**src/rtl/rotary_encoder_button_decoder_assert.svh**
```systemverilog
// Assertion helpers shared by the decoder modules.
`ifndef ROTARY_ENCODER_BUTTON_DECODER_ASSERT_SVH
`define ROTARY_ENCODER_BUTTON_DECODER_ASSERT_SVH

// Plain property, checked on every clock outside reset.
`define RED_ASSERT(label, prop, msg) \
  label: assert property (@(posedge clk) disable iff (rst) (prop)) else $error(msg);

// Condition in one cycle implies a consequence in the next cycle.
`define RED_ASSERT_NEXT(label, ante, cons, msg) \
  label: assert property (@(posedge clk) disable iff (rst) (ante) |=> (cons)) else $error(msg);

`endif

```
**src/rtl/red_pkg.sv**
```systemverilog
package red_pkg;

  // Register widths and reset values
  localparam int HOLD_W = 16;
  localparam logic [HOLD_W-1:0] HOLD_TICKS_RESET = 16'd250;
  localparam logic [HOLD_W-1:0] HOLD_COUNT_MAX = 16'hFFFF;
  localparam int CFG_DATA_W = HOLD_W;

  // Register indexes on the write port
  typedef enum logic {
    REG_HOLD_TICKS     = 1'b0,
    REG_BUTTON_ENABLED = 1'b1
  } reg_index_t;

  // Event codes on the result channel
  typedef enum logic [1:0] {
    EV_RIGHT   = 2'd0,
    EV_LEFT    = 2'd1,
    EV_PRESSED = 2'd2,
    EV_HELD    = 2'd3
  } event_t;

  // Last channel that produced an accepted edge
  typedef enum logic [1:0] {
    CH_NONE = 2'd0,
    CH_A    = 2'd1,
    CH_B    = 2'd2
  } channel_t;

  // Events of one tick: slot 0 right, slot 1 left, slot 2 button
  typedef struct packed {
    logic [2:0] mask;
    logic       held;
  } tick_events_t;

endpackage

```
**src/rtl/red_step.sv**
```systemverilog
module red_step import red_pkg::*; (
  input  logic              clk,
  input  logic              rst,
  input  logic              load,
  input  logic              level_a,
  input  logic              level_b,
  input  logic              level_push,
  input  logic [HOLD_W-1:0] hold_ticks,
  input  logic              button_enabled,
  output tick_events_t      events
);

  // Decoder state
  logic              prev_a, prev_a_next;
  logic              prev_b, prev_b_next;
  logic              prev_push, prev_push_next;
  channel_t          last_channel, last_channel_next;
  logic [HOLD_W-1:0] hold_count, hold_count_next;
  logic              hold_active, hold_active_next;
  logic              hold_fired, hold_fired_next;

  logic              a_take, b_take;
  channel_t          last_mid;
  logic              push_chg, press_now, release_now;
  logic              pressed_ev, held_ev, count_en;
  logic [HOLD_W-1:0] count_mid, count_inc;

  // Channel A then channel B, each ignored if it changed last
  always_comb begin
    a_take      = (level_a != prev_a) && (last_channel != CH_A);
    last_mid    = a_take ? CH_A : last_channel;
    b_take      = (level_b != prev_b) && (last_mid != CH_B);
    prev_a_next = level_a;
    prev_b_next = level_b;
    last_channel_next = b_take ? CH_B : last_mid;
  end

  // Button press, release and hold counting
  always_comb begin
    push_chg    = button_enabled && (level_push != prev_push);
    press_now   = push_chg && prev_push;
    release_now = push_chg && !prev_push;
    prev_push_next   = push_chg ? level_push : prev_push;
    hold_active_next = press_now ? 1'b1 : (release_now ? 1'b0 : hold_active);
    count_mid        = press_now ? '0 : hold_count;
    hold_fired_next  = press_now ? 1'b0 : hold_fired;
    pressed_ev       = release_now && !hold_fired;

    count_en  = button_enabled && !press_now && hold_active_next && !hold_fired_next
                && !prev_push_next;
    count_inc = (count_mid == HOLD_COUNT_MAX) ? count_mid : count_mid + HOLD_W'(1);
    hold_count_next = count_en ? count_inc : count_mid;
    held_ev   = count_en && (count_inc >= hold_ticks);
    if (held_ev) begin
      hold_fired_next = 1'b1;
    end

    events.mask[0] = a_take && level_a && prev_b;
    events.mask[1] = b_take && level_b && level_a;
    events.mask[2] = pressed_ev || held_ev;
    events.held    = held_ev;
  end

  // State advances once per accepted tick
  always_ff @(posedge clk) begin
    if (rst) begin
      prev_a       <= 1'b1;
      prev_b       <= 1'b1;
      prev_push    <= 1'b1;
      last_channel <= CH_NONE;
      hold_count   <= '0;
      hold_active  <= 1'b0;
      hold_fired   <= 1'b0;
    end else if (load) begin
      prev_a       <= prev_a_next;
      prev_b       <= prev_b_next;
      prev_push    <= prev_push_next;
      last_channel <= last_channel_next;
      hold_count   <= hold_count_next;
      hold_active  <= hold_active_next;
      hold_fired   <= hold_fired_next;
    end
  end

`include "rotary_encoder_button_decoder_assert.svh"

  // Held only while the button is down; it latches the fired flag
  `RED_ASSERT(a_held_down, !(load && events.held) || !level_push, "held with button up")
  `RED_ASSERT_NEXT(a_held_once, load && events.held, hold_fired, "held did not latch")
  // A press event only comes from a release
  `RED_ASSERT(a_press_up, !(load && events.mask[2] && !events.held) || (level_push && !prev_push),
              "pressed without release")

endmodule

```
**src/rtl/red_evbuf.sv**
```systemverilog
module red_evbuf import red_pkg::*; (
  input  logic         clk,
  input  logic         rst,
  input  logic         in_valid,
  output logic         in_ready,
  input  tick_events_t events,
  output logic         out_valid,
  input  logic         out_ready,
  output logic [1:0]   event_code,
  output logic         last_of_tick
);

  logic [2:0] mask, mask_next, mask_rest;
  logic       held;
  logic       load, out_fire;

  // Remaining events of the current tick, lowest slot first
  always_comb begin
    mask_rest    = mask & (mask - 3'd1);
    out_valid    = |mask;
    out_fire     = out_valid && out_ready;
    last_of_tick = (mask_rest == 3'd0);
    in_ready     = !out_valid || (last_of_tick && out_ready);
    load         = in_valid && in_ready;
    if (mask[0]) begin
      event_code = EV_RIGHT;
    end else if (mask[1]) begin
      event_code = EV_LEFT;
    end else if (held) begin
      event_code = EV_HELD;
    end else begin
      event_code = EV_PRESSED;
    end
    if (load) begin
      mask_next = events.mask;
    end else if (out_fire) begin
      mask_next = mask_rest;
    end else begin
      mask_next = mask;
    end
  end

  always_ff @(posedge clk) begin
    if (rst) begin
      mask <= '0;
    end else begin
      mask <= mask_next;
    end
  end

  // Button code travels with the mask
  always_ff @(posedge clk) begin
    if (load) begin
      held <= events.held;
    end
  end

`include "rotary_encoder_button_decoder_assert.svh"

  // Pending events hold while stalled and drop one per delivered request
  `RED_ASSERT_NEXT(a_stall_hold, !load && !out_fire, mask == $past(mask), "events lost")
  `RED_ASSERT_NEXT(a_one_out, out_fire && !load,
                   $countones(mask) == $countones($past(mask)) - 1, "event count slip")

endmodule

```
**src/rtl/rotary_encoder_button_decoder.sv**
```systemverilog
// Rotary encoder and push button decoder.
// Input channel (in_valid/in_ready): one request per poll tick carrying the
// sampled levels level_a, level_b and level_push (0 = pressed).
// Output channel (out_valid/out_ready): zero to two events per tick, in the
// order A edge, B edge, button; last_of_tick marks the final event of a tick.
// Codes: 0 turn right, 1 turn left, 2 pressed, 3 held.
// Config: write_enable/write_index/write_data; index 0 hold_ticks,
// index 1 button_enabled (bit 0). Write only while idle.
// Latency: events of a tick appear the cycle after it is accepted.
// Throughput: one tick per cycle unless stalled; a tick with events holds the output
// register until its last event has left, and the next tick is taken in the cycle its last
// event leaves. Ticks with no events need only an empty output register.
// A stalled receiver holds the current event; the input then waits.
// Reset: pins read as high/released, no last channel, hold logic idle,
// hold_ticks 250 and the button enabled.
module rotary_encoder_button_decoder import red_pkg::*; (
  input  logic                  clk,
  input  logic                  rst,
  input  logic                  in_valid,
  output logic                  in_ready,
  input  logic                  level_a,
  input  logic                  level_b,
  input  logic                  level_push,
  output logic                  out_valid,
  input  logic                  out_ready,
  output logic [1:0]            event_code,
  output logic                  last_of_tick,
  input  logic                  write_enable,
  input  logic                  write_index,
  input  logic [CFG_DATA_W-1:0] write_data
);

  logic [HOLD_W-1:0] hold_ticks;
  logic              button_enabled;
  tick_events_t      events;

  // Configuration registers
  always_ff @(posedge clk) begin
    if (rst) begin
      hold_ticks     <= HOLD_TICKS_RESET;
      button_enabled <= 1'b1;
    end else if (write_enable) begin
      case (write_index)
        REG_HOLD_TICKS:     hold_ticks     <= write_data[HOLD_W-1:0];
        REG_BUTTON_ENABLED: button_enabled <= write_data[0];
        default: ;
      endcase
    end
  end

  red_step u_step (
    .clk            (clk),
    .rst            (rst),
    .load           (in_valid && in_ready),
    .level_a        (level_a),
    .level_b        (level_b),
    .level_push     (level_push),
    .hold_ticks     (hold_ticks),
    .button_enabled (button_enabled),
    .events         (events)
  );

  red_evbuf u_evbuf (
    .clk          (clk),
    .rst          (rst),
    .in_valid     (in_valid),
    .in_ready     (in_ready),
    .events       (events),
    .out_valid    (out_valid),
    .out_ready    (out_ready),
    .event_code   (event_code),
    .last_of_tick (last_of_tick)
  );

endmodule

```
**config.mk**
```make
export PLATFORM = sky130hd
export DESIGN_NAME = rotary_encoder_button_decoder
export DESIGN_NICKNAME = d
export VERILOG_FILES = /design/src/rtl/red_pkg.sv /design/src/rtl/red_step.sv /design/src/rtl/red_evbuf.sv /design/src/rtl/rotary_encoder_button_decoder.sv
export VERILOG_INCLUDE_DIRS = /design/src /design/src/rtl
export SDC_FILE = /design/constraint.sdc
export NUM_CORES = 1
export LEC_CHECK = 0
export BUFFER_PORTS_ARGS = -buffer_cell sky130_fd_sc_hd__buf_2
export CORE_MARGIN = 1.5
export CORE_UTILIZATION = 35
export DETAILED_ROUTE_END_ITERATION = 7
export GPL_ROUTABILITY_DRIVEN = 0
export PLACE_DENSITY = 0.55
export SLEW_MARGIN = 20
export SYNTH_ARGS = -nofsm -noshare
export SYNTH_HDL_FRONTEND = slang
export SYNTH_SLANG_ARGS = --single-unit
```
**constraint.sdc**
```tcl
create_clock -name clk -period 4.04 [get_ports clk]
set_input_delay 0.404 -clock clk [delete_from_list [all_inputs] [get_ports clk]]
set_output_delay 0.404 -clock clk [all_outputs]
set_load 0.1 [all_outputs]
```
==> results of run 1 <==
[synthesized netlist by cell type (3+ instances only)]
cell	count
inv_1	27
a21oi_1	34
nand2b_1	6
a41oi_1	3
o2111ai_1	3
o211ai_1	9
o21ai_0	10
clkbuf_1	8
nor2b_1	4
a31oi_1	10
or4_1	3
nand3_1	14
nor3_1	6
ha_1	17
dfxtp_1	43
xnor2_1	8
a41o_1	3
nand4_1	9
a21o_1	4
nand2_1	54
nor2_1	20
buf_2	8
nor4_1	3
and3_1	11
xor2_1	4
and4_1	3
[state kept, by name (all words and copies together), names as in the netlist]
name                 flops
button_enabled           1
hold_ticks              16
u_evbuf.held             1
u_evbuf.mask             3
u_step.hold_active       1
u_step.hold_count       16
u_step.hold_fired        1
u_step.last_channel      2
u_step.prev_a            1
u_step.prev_b            1
u_step.prev_push         1
[power groups by stage]
stage / Clock, mW / Sequential [mW] / Combinational [mW]
6_report: 0.374 / 0.472 / 0.170
4_1_cts: 0.383 / 0.472 / 0.172
3_3_place_gp: 0 / 0.482 / 0.170
2_1_floorplan: 0 / 0.475 / 0.130
5_1_grt: 0.403 / 0.475 / 0.190
3_5_place_dp: 0 / 0.482 / 0.171
[per-layer routing]
layer / track usage, % / up-vias / wire length [um]
li1: - / 1387 / -
met1: 22.45 / 1246 / 3419
met2: 30.10 / 61 / 3402
met3: 2.913 / 13 / 325
met4: 6.095 / 0 / 132
met5: 0 / - / 0
[metrics by stage]
step           hold WS (ps)  setup WS [ps]  total power, mW  cell area [um2]  instances
2_1_floorplan         436.3          429.6           0.6051             2914        374
3_3_place_gp          442.7          515.7           0.6516             3113        491
3_5_place_dp          448.0          407.2           0.6525             3113        491
4_1_cts               319.1          516.5            1.026             3237        498
5_1_grt               321.2          235.7            1.067             3237        498
6_report              317.8          498.0            1.016             3237        498
[worst paths after layout]
check / from / to / slack, ps / cells after the start
worst min-delay path: write_data[6] / hold_ticks[6]$_SDFFE_PP1P_ / 320 / 3
worst min register to register: hold_ticks[12]$_SDFFE_PP0P_ / hold_ticks[12]$_SDFFE_PP0P_ / 460 / 2
worst max-delay path: u_step.prev_push$_SDFFE_PP1P_ / u_evbuf.held$_DFFE_PP_ / 500 / 14
worst max register to register: u_step.prev_push$_SDFFE_PP1P_ / u_evbuf.held$_DFFE_PP_ / 500 / 14
[logic make-up (layout without fill, tap and decap cells)]
logic type | Yosys count | in the layout | share of synthesized area (%)
AOI/OAI and AO/OA | 98 | 98 | 22.89
muxes | 2 | 2 | 0.7299
xor gates and xnor gates | 12 | 12 | 3.607
buffers and inverters | 48 | 67 | 7.171
and+or+nand+nor | 152 | 152 | 27.39
adders and majority gates | 18 | 18 | 7.643
DFF | 44 | 44 | 30.57
[tightest hold or removal path: stages]
cell and delay [ps]:
buf_2 70, nand2_1 40, o211ai_1 80
[layout make-up]
cell class / instances / area, um2
Clock inverter: 1 / 30.03
Fill cell: 861 / 4897
Clock buffer: 6 / 93.84
Sequential cell: 44 / 890.9
Multi-Input combinational cell: 282 / 1814
Inverter: 27 / 101.3
Tap cell: 105 / 131.4
Timing Repair Buffer: 33 / 175.2
==> flow_metrics.py, run 1 <==
metrics = {
    "status": {
        "status": "complete, no violations",
    },
    "clock_network": {
        "htreeDepth": 2,
        "post_cts_resized": 0,
        "clk_pin_slew_ps": 80,
        "numCtsBuffers": 5,
        "clkSinkCount": 44,
        "clockRootBuffer": "clkbuf_8",
        "clock_path_buffers": 2,
        "ctsHoldBuffers": 0,
        "cts_tree": "built",
        "post_cts_buffers": 0,
        "clk_latency_ps": 310,
    },
    "worst_setup_path": {
        "cp-end-kind": "flip-flop",
        "cp_data_required_time_ps": 4100,
        "path_common_cell": "ha_1",
        "start_kind": "flip-flop",
        "path_max_fanout": 14,
        "critPathKind": "reg -> reg",
        "cp.arrival_ps": 3600,
        "crit_chain": "nand3b_1 -> and2_1 -> ha_1 -> and3_1 -> nand3_4 -> or2_1 -> nand2_1 -> xor2_1 -> ha_1 -> a21o_1 -> a31oi_1 -> o21ai_0 -> a21oi_1 -> inv_1",
        "cpMaxStageDelayCell": "dfxtp_1",
        "cp_top_family": "simple AND/OR/NAND/NOR gates",
        "max_stage_delay_ps": 470,
        "path_buf_inv": 1,
    },
    "sta": {
        "hold_viol": 0,
        "slew_headroom_pct": 50.84,
        "fin_tns_setup_ps": 0,
        "report.final.setup_viol": 0,
        "fin_crit_sh_pct": 87.67,
        "maxSlewViolCount": 0,
        "finalCriticalPeriod_ps": 3542,
        "tightest_slew_ps": 735.9,
        "rsz0062_at_grt": "no",
        "clock_skew_ps": 3.788,
        "fmax_mhz": 282.3,
    },
    "drt": {
        "drc": 0,
        "wirelength_um": 7281,
        "drtIter0Drc": 152,
        "antenna_left": 0,
        "viasPerCell": 5.436,
        "drtPass1Iterations": 4,
        "wire_per_inst_um": 14.62,
        "via_count": 2707,
    },
    "synthesis": {
        "synth_area_leader_cell": "dfxtp_1",
        "async_reset_ff_share_pct": 0,
        "synth_top_area_share_pct": 29.54,
        "syn_inst": 374,
        "synth-seq-cells": 44,
        "ys.flop_type": "dfxtp_1",
        "synth.net_count": 416,
        "synth.area.top_cells": "dfxtp_1 30%, ha_1 7.3%, nand2_1 7.0%, a21oi_1 5.8%, inv_1 3.5%",
        "yosysWarnings": 0,
        "synth_edf_count": 1,
        "syn_area_mm2": 0.002914,
        "yosysSeqAreaShare_pct": 30.57,
        "avgSynthCellArea_um2": 7.792,
        "yosysUniqueCellTypes": 64,
    },
    "floorplanning": {
        "die_x_um": 94.25,
        "rows": 33,
        "initial_core_util_pct": 35.83,
        "chipHeight_um": 94.25,
        "design.core.area_mm2": 0.008134,
        "pin_count": 30,
        "die_area_mm2": 0.008882,
    },
    "worst_hold_path": {
        "hold_path_class": "in -> reg",
    },
    "global_route": {
        "grtUsageTotal_pct": 17.69,
        "grt_pass1_vias": 2564,
        "grt_overflow": 0,
        "antenna_found_initial": 0,
        "grt_max_degree": 35,
        "grt_pass1_wl_um": 12200,
    },
    "pwr": {
        "p_leak_nw": 1.273,
        "p_sw_mw": 0.2886,
        "combPwrFrac_pct": 16.8,
        "peakVddDrop_mv": 0.1286,
        "pwr-share-seq_pct": 46.4,
        "power_density_mw_per_mm2": 313.9,
        "switching_share_pct": 28.40,
        "power.internal_mw": 0.7274,
        "pwr-share-clk_pct": 36.8,
    },
    "cells_and_area": {
        "layout_commonest_cell": "nand2_1",
        "drive_gt1_share_pct": 13.49,
        "final_cell_mix": "54 x nand2_1, 43 x dfxtp_1, 34 x a21oi_1",
        "final_nets": 435,
        "area.growth.synth_to_final_pct": 11.08,
        "utilization_pct": 39.79,
        "antenna_cells": 0,
    },
    "job": {
        "max_cap_violations": 0,
    },
    "place": {
        "hpwl_um": 5495,
        "portBuffers": 29,
    },
}
Note: power is estimated with default switching activity, not from simulation.
==> inputs of run 2 (changes only) <==
--- a/config.mk
+++ b/config.mk
@@ -6,6 +6,7 @@
 export SDC_FILE = /design/constraint.sdc
 export NUM_CORES = 1
 export LEC_CHECK = 0
+export ABC_AREA = 1
 export BUFFER_PORTS_ARGS = -buffer_cell sky130_fd_sc_hd__buf_2
 export CORE_MARGIN = 1.5
 export CORE_UTILIZATION = 35
==> run 2 against run 1 <==
Net effect: power up 5.0%; largest power group unchanged; clock-buffer cell count unchanged; first-iteration DRC count down 11%.
==> flow_metrics.py, run 2 <==
metrics = {
    "clock_network": {
        "clockRootBuffer": "clkbuf_8",
        "cts_tree": "built",
        "clock_path_buffers": 2,
        "ctsHoldBuffers": 0,
        "post_cts_buffers": 0,
        "clk_latency_ps": 300,
        "clkSinkCount": 44,
        "htreeDepth": 2,
        "numCtsBuffers": 5,
        "clk_pin_slew_ps": 90,
        "post_cts_resized": 0,
    },
    "synthesis": {
        "yosysUniqueCellTypes": 36,
        "synth_top_area_share_pct": 29.57,
        "syn_area_mm2": 0.002912,
        "synth_area_leader_cell": "dfxtp_1",
        "ys_top_cells_by_count": "108 x nand2_1, 57 x a21oi_1, 57 x inv_1",
        "synth.area.top_cells": "dfxtp_1 30%, nand2_1 14%, a21oi_1 9.8%, inv_1 7.3%, ha_1 7.3%",
        "avgSynthCellArea_um2": 6.602,
        "async_reset_ff_share_pct": 0,
        "synth-seq-cells": 44,
        "ys.flop_type": "dfxtp_1",
        "yosysWarnings": 0,
        "yosysSeqAreaShare_pct": 30.60,
        "syn_inst": 441,
        "synth.net_count": 483,
        "synth_edf_count": 1,
        "synth_most_common_cell": "nand2_1",
    },
    "drt": {
        "drc": 0,
        "drtIter0Drc": 135,
        "drtPass1Iterations": 4,
        "wl_met3_um": 379,
        "wirelength_um": 6712,
        "wire_per_inst_um": 11.75,
        "highest_layer": "met4",
        "via_count": 2731,
        "route.met2.wl_um": 3044,
        "met1_length_um": 3228,
        "antenna_left": 0,
        "viasPerCell": 4.783,
    },
    "pwr": {
        "peakVddDrop_mv": 0.1197,
        "p_leak_nw": 1.497,
        "power_density_mw_per_mm2": 331.9,
        "p_total_mw": 1.067,
    },
    "cells_and_area": {
        "antenna_cells": 0,
        "final_nets": 507,
        "layout_commonest_cell": "nand2_1",
        "top_regs": "hold_ticks x16, u_step.hold_count x16, u_evbuf.mask x3",
        "fin_cells": 571,
        "final_cell_mix": "108 x nand2_1, 57 x inv_1, 57 x a21oi_1",
        "area.growth.synth_to_final_pct": 10.44,
        "drive_gt1_share_pct": 14.16,
        "utilization_pct": 39.53,
        "fillCellCount": 879,
    },
    "place": {
        "hpwl_um": 5029,
        "numPlacedInstances": 563,
        "portBuffers": 29,
    },
    "worst_setup_path": {
        "cp-end-kind": "flip-flop",
        "path_max_fanout": 10,
        "cpMaxStageDelayCell": "nor4_1",
        "start_kind": "flip-flop",
        "path_common_cell": "nand2_1",
        "cp_data_required_time_ps": 4270,
        "max_stage_delay_ps": 600,
        "critPathKind": "reg -> reg",
        "crit_chain": "nand3_4 -> nand2_1 -> inv_1 -> ha_1 -> nand2_1 -> nor2_4 -> nand2_2 -> nor2_2 -> nand2_1 -> buf_4 -> nand2_1 -> ha_1 -> nand2_1 -> nor4_1 -> nand2_1 -> nand3_1 -> nand2_1 -> inv_1 -> nand2_1 -> a21oi_1",
        "cp.arrival_ps": 3570,
    },
    "floorplanning": {
        "design.core.area_mm2": 0.008134,
        "rows": 33,
        "initial_core_util_pct": 35.79,
        "die_area_mm2": 0.008875,
        "pin_count": 30,
        "chipHeight_um": 94.21,
        "die_x_um": 94.21,
    },
    "global_route": {
        "antenna_found_initial": 0,
        "grtUsageTotal_pct": 16.28,
        "grt_pass1_vias": 2580,
        "grt_overflow": 0,
        "grt_max_degree": 41,
        "grt_pass1_wl_um": 11530,
    },
    "sta": {
        "tightest_slew_ps": 681.5,
        "clock_skew_ps": 7.128,
        "hold_viol": 0,
        "finalCriticalPeriod_ps": 3342,
        "report.final.setup_viol": 0,
        "maxSlewViolCount": 0,
        "rsz0062_at_grt": "no",
        "fmax_mhz": 299.3,
        "fin_crit_sh_pct": 82.71,
        "slew_headroom_pct": 54.50,
        "fin_tns_setup_ps": 0,
    },
    "worst_hold_path": {
        "hold_path_class": "in -> reg",
    },
    "status": {
        "status": "complete, no violations",
    },
    "job": {
        "max_cap_violations": 0,
    },
}
run 2: cell types whose count changed in the layout (fill, tap and decap cells not counted), moves of 8 or more:
cell / change
nor2_1: +8
o21ai_1: +9
nand3_1: +11
and3_1: -11
a21oi_1: +23
inv_1: +30
nand2_1: +54
nor2_2: +8
o21ai_0: +14
run 2: metrics by stage:
stage	area, um2	hold slack, ps	worst slack (ps)
after floorplan	2912	435.3	525.6
after global placement	3119	452.1	639.5
after detailed placement	3119	459.4	578.1
after CTS	3216	311.5	712.8
after global routing	3216	322.7	344.4
final	3216	314.6	698.5
run 2: worst paths after layout:
| kind | start | end | slack [ps] | cells after the start |
|---|---|---|---|---|
| max | button_enabled$_SDFFE_PP1P_ | u_step.hold_fired$_SDFFE_PP0P_ | 700 | 20 |
| min | write_data[4] | hold_ticks[4]$_SDFFE_PP1P_ | 310 | 3 |
| max reg2reg | button_enabled$_SDFFE_PP1P_ | u_step.hold_fired$_SDFFE_PP0P_ | 700 | 20 |
| min reg2reg | u_evbuf.mask[2]$_SDFFE_PP0P_ | u_evbuf.mask[2]$_SDFFE_PP0P_ | 470 | 2 |
run 2: metal layers:
layer	vias to the layer above	global-route usage, %
met1	1188	20.40
met5	-	0
met3	4	3.155
li1	1481	-
met4	0	3.731
met2	58	28.54
run 2: final cells by class:
| cell class | instances | area (um2) | area share [%] |
|---|---|---|---|
| well taps | 105 | 131.4 | 4.086 |
| multi-input cells | 317 | 1682 | 52.30 |
| flip-flops and latches | 44 | 890.9 | 27.70 |
| clock buffers | 6 | 82.58 | 2.568 |
| inverters | 64 | 240.2 | 7.471 |
| clock inverters | 2 | 13.76 | 0.4280 |
| repair buffers | 33 | 175.2 | 5.447 |
run 2: cell families after synthesis:
| family | synth area share (%) |
|---|---|
| AO/OA/AOI/OAI | 19.34 |
| XOR/XNOR | 2.106 |
| adder cells (fa/ha/maj) | 7.305 |
| buffers and inverters | 11.65 |
| flip-flops | 30.60 |
| AND/OR/NAND/NOR | 29.01 |
run 2: critical path: cells and delay by family, from the launching register on:
kind                       cells  cell delay, ps
and+or+nand+nor               14            1830
adders and majority gates      2             500
DFF                            1             420
AOI/OAI and AO/OA              1             130
buffers and inverters          3             390
run 2: power by group:
group	internal, mW	total, mW	switching [mW]
registers	0.465	0.483	0.0181
logic	0.0741	0.288	0.214
clock network	0.139	0.296	0.157
total	0.678	1.07	0.389
